**src/design/v4n_pkg.sv**
```systemverilog
package v4n_pkg;

    // Field and datapath widths
    localparam int MagW      = 32;
    localparam int LenW      = 33;
    localparam int SqW       = 64;
    localparam int SumW      = 66;
    localparam int EpsW      = 21;
    localparam int UnitW     = 32;
    localparam int RemW      = 64;

    // Pipeline depths
    localparam int RootSteps = 32;
    localparam int QuoSteps  = 31;
    localparam int SideDepth = 3 + RootSteps;
    localparam int VldDepth  = SideDepth + 1 + QuoSteps + 1;

    localparam logic [EpsW-1:0] EpsReset = 21'd10737;
    localparam logic [45:0]     OneQ30   = 46'h0000_4000_0000;

    // What the front end hands to each lane
    typedef struct packed {
        logic [MagW-1:0] mag;
        logic            neg;
        logic [LenW-1:0] dvs;
        logic            tiny;
    } t_lane_in;

endpackage

```
**src/design/v4n_isqrt.sv**
```systemverilog
module v4n_isqrt (
    input  logic                       i_clk,
    input  logic                       i_adv,
    input  logic [v4n_pkg::SqW:0]      i_sum,
    output logic [v4n_pkg::LenW-1:0]   o_len
);
    import v4n_pkg::*;

    logic [RemW-1:0] r_rem  [RootSteps];
    logic [31:0]     r_root [RootSteps];
    logic            r_ovf  [RootSteps];

    // One root bit per stage, most significant first
    for (genvar s = 0; s < RootSteps; s++) begin : g_step
        localparam int J = RootSteps - 1 - s;
        logic [RemW-1:0] rem_in;
        logic [31:0]     root_in;
        logic            ovf_in;
        logic [SumW-1:0] trial;

        if (s == 0) begin : g_first
            assign rem_in  = i_sum[SqW-1:0];
            assign root_in = '0;
            assign ovf_in  = i_sum[SqW];
        end else begin : g_next
            assign rem_in  = r_rem[s-1];
            assign root_in = r_root[s-1];
            assign ovf_in  = r_ovf[s-1];
        end

        assign trial = ({34'd0, root_in} << (J + 1)) + (66'd1 << (2 * J));

        always_ff @(posedge i_clk) begin
            if (i_adv) begin
                r_ovf[s] <= ovf_in;
                if ({2'b00, rem_in} >= trial) begin
                    r_rem[s]  <= rem_in - trial[RemW-1:0];
                    r_root[s] <= root_in | (32'd1 << J);
                end else begin
                    r_rem[s]  <= rem_in;
                    r_root[s] <= root_in;
                end
            end
        end
    end

    // Full-scale sum has the exact root 2^32
    assign o_len = r_ovf[RootSteps-1] ? {1'b1, 32'd0} : {1'b0, r_root[RootSteps-1]};

endmodule

```
**config.mk**
```make
export PLATFORM = sky130hd
export DESIGN_NAME = v4n_isqrt
export DESIGN_NICKNAME = d
export VERILOG_FILES = /design/src/design/v4n_pkg.sv /design/src/design/v4n_isqrt.sv
export SDC_FILE = /design/constraint.sdc
export NUM_CORES = 2
export LEC_CHECK = 0
export CAP_MARGIN = 5
export CORE_MARGIN = 2
export CORE_UTILIZATION = 40
export DETAILED_ROUTE_END_ITERATION = 10
export DONT_BUFFER_PORTS = 1
export PLACE_DENSITY = 0.66
export SYNTH_ARGS = -nofsm -noshare
export SYNTH_HDL_FRONTEND = slang
export SYNTH_SLANG_ARGS = --single-unit
```
**constraint.sdc**
```tcl
create_clock -name i_clk -period 8.65 [get_ports i_clk]
set_input_delay 1.2975 -clock i_clk [delete_from_list [all_inputs] [get_ports i_clk]]
set_output_delay 1.2975 -clock i_clk [all_outputs]
set_load 0.02 [all_outputs]
```
======== Yosys cells after proc, flatten, opt, wreduce, memory -nomap -nowiden ========
Memories as Yosys holds them, arrays and structs flattened.
Index checks and enable logic that the tools add are counted.
operators by class
  multiplexer cells ....................... 259
  add/sub/neg operators ................... 63
  $lt $le $gt $ge ......................... 32
  bitwise operators ....................... 64
operators by type and width
  operator                                        count
  two-way mux 64 bit                              32
  two-way mux 32 bit                              32
  two-way mux 1 bit                               194
  adder 63 x 61 -> 64 bit, second input constant  1
  greater-or-equal comparator 64 x 34 -> 1 bit    1
  greater-or-equal comparator 64 x 35 -> 1 bit    1
  greater-or-equal comparator 64 x 36 -> 1 bit    1
  greater-or-equal comparator 64 x 37 -> 1 bit    1
  greater-or-equal comparator 64 x 38 -> 1 bit    1
  greater-or-equal comparator 64 x 39 -> 1 bit    1
  greater-or-equal comparator 64 x 40 -> 1 bit    1
  greater-or-equal comparator 64 x 41 -> 1 bit    1
  greater-or-equal comparator 64 x 42 -> 1 bit    1
  greater-or-equal comparator 64 x 43 -> 1 bit    1
  greater-or-equal comparator 64 x 44 -> 1 bit    1
  greater-or-equal comparator 64 x 45 -> 1 bit    1
  greater-or-equal comparator 64 x 46 -> 1 bit    1
  greater-or-equal comparator 64 x 47 -> 1 bit    1
  greater-or-equal comparator 64 x 48 -> 1 bit    1
  greater-or-equal comparator 64 x 49 -> 1 bit    1
  greater-or-equal comparator 64 x 50 -> 1 bit    1
  greater-or-equal comparator 64 x 51 -> 1 bit    1
  greater-or-equal comparator 64 x 52 -> 1 bit    1
  greater-or-equal comparator 64 x 53 -> 1 bit    1
  other kinds (76)                                139
word-level totals
  flip-flop bits (word level) ............. 0
  output and inout bits ................... 33
  bits of input ports ..................... 67
  logic and storage cells ................. 421
  memories ................................ 3
  bits in writable memories ............... 3104
memory list
  name    depth  width  rd ports  clocked after memory_dff  write ports  line             source
  r_rem   32     64     31        0                         32           v4n_isqrt.sv:9   logic [RemW-1:0] r_rem [RootSteps];
  r_root  32     32     32        0                         32           v4n_isqrt.sv:10  logic [31:0] r_root [RootSteps];
  r_ovf   32     1      32        0                         32           v4n_isqrt.sv:11  logic r_ovf [RootSteps];

======== Logic depth before layout (Yosys ltp) ========
An unclocked memory read counts as a cell.
  depth in word-level cells ............... 7
  gate-level depth with buffers ........... 15
  depth with buffers taken out ............ 12

======== Worst setup path before layout ========
Ideal clock, no wire load.
  path type ............................... input port to flip-flop
  from .................................... in i_adv
  to ...................................... mem r_rem[30][0], in the netlist r_rem[1][896] (enable)
  stages .................................. 5
  arrival time ............................ 4.926 ns
  setup time .............................. 0.487 ns
  slack ................................... 3.237 ns
  cell sequence ........................... clkbuf_1 -> clkbuf_1 -> clkbuf_1 -> clkbuf_1 -> clkbuf_1
RTL lines
  item         line            source
  from (decl)  v4n_isqrt.sv:3  input logic i_adv,
  to (decl)    v4n_isqrt.sv:9

==> parameters.txt <==
Parameter                              Value

Clocking
  Hold_buf cts    0
  Clock insertion delay at the later pin of the skew report    0.92 ns
  Number of setup buffers added after CTS    0
  Max H-tree Level    5
  Clock transition at the registers of the reported paths    roughly 0.060 ns
  Maximum clock path buffer count    4
  TritonCTS sink count    approximately 2500
  Clock tree from TritonCTS    built
  CTS root buffer    clkbuf_16
  Number of cells upsized or downsized after cts    0
  Total CTS buffers    around 280

STA
  Clock skew    0.0959 ns
  Max Freq    between 0.1 and 0.15 GHz
  Min Clock Period, post-route    about 7.5 ns
  Final-report hold violation count    0
  RSZ-0062 raised after global routing    false
  Fraction of the cycle the final worst path needs    0.872
  Count of final max-slew check failures    just under 100
  Worst Setup Slack, final    roughly 1.1 ns
  Total Neg Setup Slack    0 ns
  Final number of setup-violating endpoints    0
  Hold_ws    between 0.3 and 0.4 ns
  Worst slew pin tran    1.55 ns
  Worst slew margin    -0.0330

Logic synthesis
  Average cell area after synthesis    roughly 12 µm²
  Count leader, synth    edfxtp_1
  Sequential element share of the synthesized area    0.623
  Count of distinct cell types in the synthesized netlist    85
  Synthesized Nets    about 11000
  Synth warnings    0
  Top post-synthesis cells by area    edfxtp_1 (62%), ha_1 (5.7%), xnor2_1 (3.4%)
  Proportion of register bits with asynchronous set or reset after synthesis    0
  Register bit count reported by yosys    approximately 2500
  Area share of the largest cell type after synthesis    0.623
  Number of enable flip-flop cells after synthesis    approximately 2500
  Most used standard cells in the synthesized netlist    edfxtp_1 (2544), nand2_1 (812), inv_1 (675)
  Dominant register cell in the synthesized netlist    edfxtp_1
  Synthesized instance count    9909
  Biggest area consumer among synthesized cells    edfxtp_1
  Cell area after synthesis    approximately 0.12 mm²

Placed design
  Count of input and output buffers    0
  Detailed Place HPWL    221 mm
  Post-placement worst setup slack    -1.31 ns
  Routability Congestion    between 0.9 and 1

Drt
  ANT nets after route    0
  Routed WL per cell    20.4 µm
  Post-Route WL    just under 300 mm
  Violation count after the first detailed-route iteration    about 8000
  Remaining routing DRC violations    0
  Number of search-and-repair iterations in the first detailed-routing pass    8
  Vias per std cell    5.44
  Vias after detailed routing    slightly below 80000

Finish
  Ratio of cells with drive above 1 in the final layout    0.0611
  Fillers    27200
  Layout Nets    between 10000 and 15000
  Layout Area Growth over Synthesis    11.8%
  Utilization of the core after routing    0.449

Power
  Logic pwr share    0.208
  Maximum VDD drop    approximately 180 µV
  Portion of total power attributed to sequential cells    0.466
  Switching component of the power    between 10000 and 15000 µW
  Internal power summed over all cells    approximately 26000 µW
  Clock share of power    0.326
  Switch share    0.298
  Final Total Pwr    roughly 36000 µW
  Power density over the cells    between 200 and 300 mW/mm²
  Leakage power    approximately 0.05 µW

Floorplan
  I/O pin cnt    100
  Die width    around 560 µm
  Die ar.    slightly above 0.3 mm²
  Effective utilization at floorplan    0.402
  Area of the core region    between 0.3 and 0.4 mm²
  Row Count    around 200
  Die Ht    roughly 560 µm

Critical path
  Critical path data arrival time    8.20 ns
  Endpoint type of the worst setup path    flop
  Data required time of the critical path    approximately 9.3 ns
  Worst setup path category    primary input to flop
  Nature of the critical path startpoint    primary input
  CP Max Fanout    ~250
  Setup slack of the most critical reg-to-reg path    3.60 ns

GRT
  Aggregate global-route resource usage    0.185
  Vias in the first global route    approximately 75000
  Antenna violations before repair    19
  Total overflow reported by the global router    0
  Pin count of the biggest net entering global routing    approximately 250
  First-pass GRT wire length    between 400 and 500 mm

Outcome
  Violations in the final reports    max-slew violations
  Status    finished with violations

Worst hold path
  Hold WC Path Type    flop to flop

Flow run
  Max cap viols    0
## critical path, stage by stage
cell and delay, ns:
buf_16 0.32, buf_16 0.53, buf_16 0.48, buf_16 0.39, buf_16 0.70, buf_16 0.72
buf_16 0.72, buf_16 0.58, buf_16 0.53, nor4b_1 0.45, nand2_1 0.17, nand2_1 0.12
nor2_1 0.05, xor2_1 0.14
## final timing paths
| path | to | from | cells after the start |
|---|---|---|---|
| worst min-delay path | r_ovf[0][9]$_DFFE_PP_ | r_ovf[0][8]$_DFFE_PP_ | 0 |
| worst min register to register | r_ovf[0][9]$_DFFE_PP_ | r_ovf[0][8]$_DFFE_PP_ | 0 |
| worst max register to register | r_rem[1][571]$_DFFE_PP_ | r_root[1][238]$_DFFE_PP_ | 13 |
| worst max-delay path | r_rem[0][317]$_DFFE_PP_ | i_adv | 14 |
## per-layer routing
| layer | up-vias | global-route usage | wire length [µm] | share of wire |
|---|---|---|---|---|
| met5 | - | 0 | 230 | 0.00078 |
| met4 | 2 | 0.0495 | 7430 | 0.025 |
| met3 | 473 | 0.0387 | 22500 | 0.077 |
| met2 | 2524 | 0.295 | 134000 | 0.46 |
| met1 | 37900 | 0.255 | 130000 | 0.44 |
| li1 | 37300 | - | - | - |
## stage by stage
stage / instances / instance area, µm²
floorplan: 9909 / 123000
global placement: 13800 / 128000
detailed placement: 13800 / 128000
CTS: 14400 / 137000
global route: 14400 / 137000
finish: 14400 / 137000
## flip-flops by register name, summed over array words and instances (netlist names)
register,cells
r_ovf,32
r_rem,1984
r_root,528
## layout by cell type (no fill, tap or decap), drive strengths merged, types with 117 or more instances in the layout
cell and count:
nor2b 133, clkinv 117, nor4 351, xor2 418, nand2b 137, xnor2 473, nand3 160, nand2 812
ha 558, clkbuf 334, nor3 260, a21o 254, nor2 560, edfxtp 2544, o21ai 575, nand4 175
a21oi 512, inv 687
## kinds of logic after synthesis
group	share of synthesized area
flip-flops	0.623
AND/OR/NAND/NOR	0.128
XOR/XNOR	0.0636
multiplexers	0.00584
AO/OA/AOI/OAI	0.0948
buffers and inverters	0.0279
adder cells (fa/ha/maj)	0.0569
## power groups by stage
| stage | Clock [µW] | Sequential (µW) | Combinational [µW] |
|---|---|---|---|
| after global routing | 12600 | 17100 | 8390 |
| after floorplan | 0 | 16500 | 5540 |
| after CTS | 12100 | 17000 | 7490 |
| after detailed placement | 0 | 17200 | 7420 |
| final | 11900 | 17000 | 7590 |
| after global placement | 0 | 17200 | 7310 |
## layout make-up
class	instances	area, µm²	share of cell area
inverter	675	2530	0.0185
tap	4100	5130	0.0374
clock inverter	171	1860	0.0136
multi-input combinational	6454	43000	0.313
timing repair buffer	77	898	0.00655
sequential	2544	76400	0.557
clock buffer	334	7360	0.0536
antenna	9	22.5	0.000164
(Power assumes the default switching activity.)
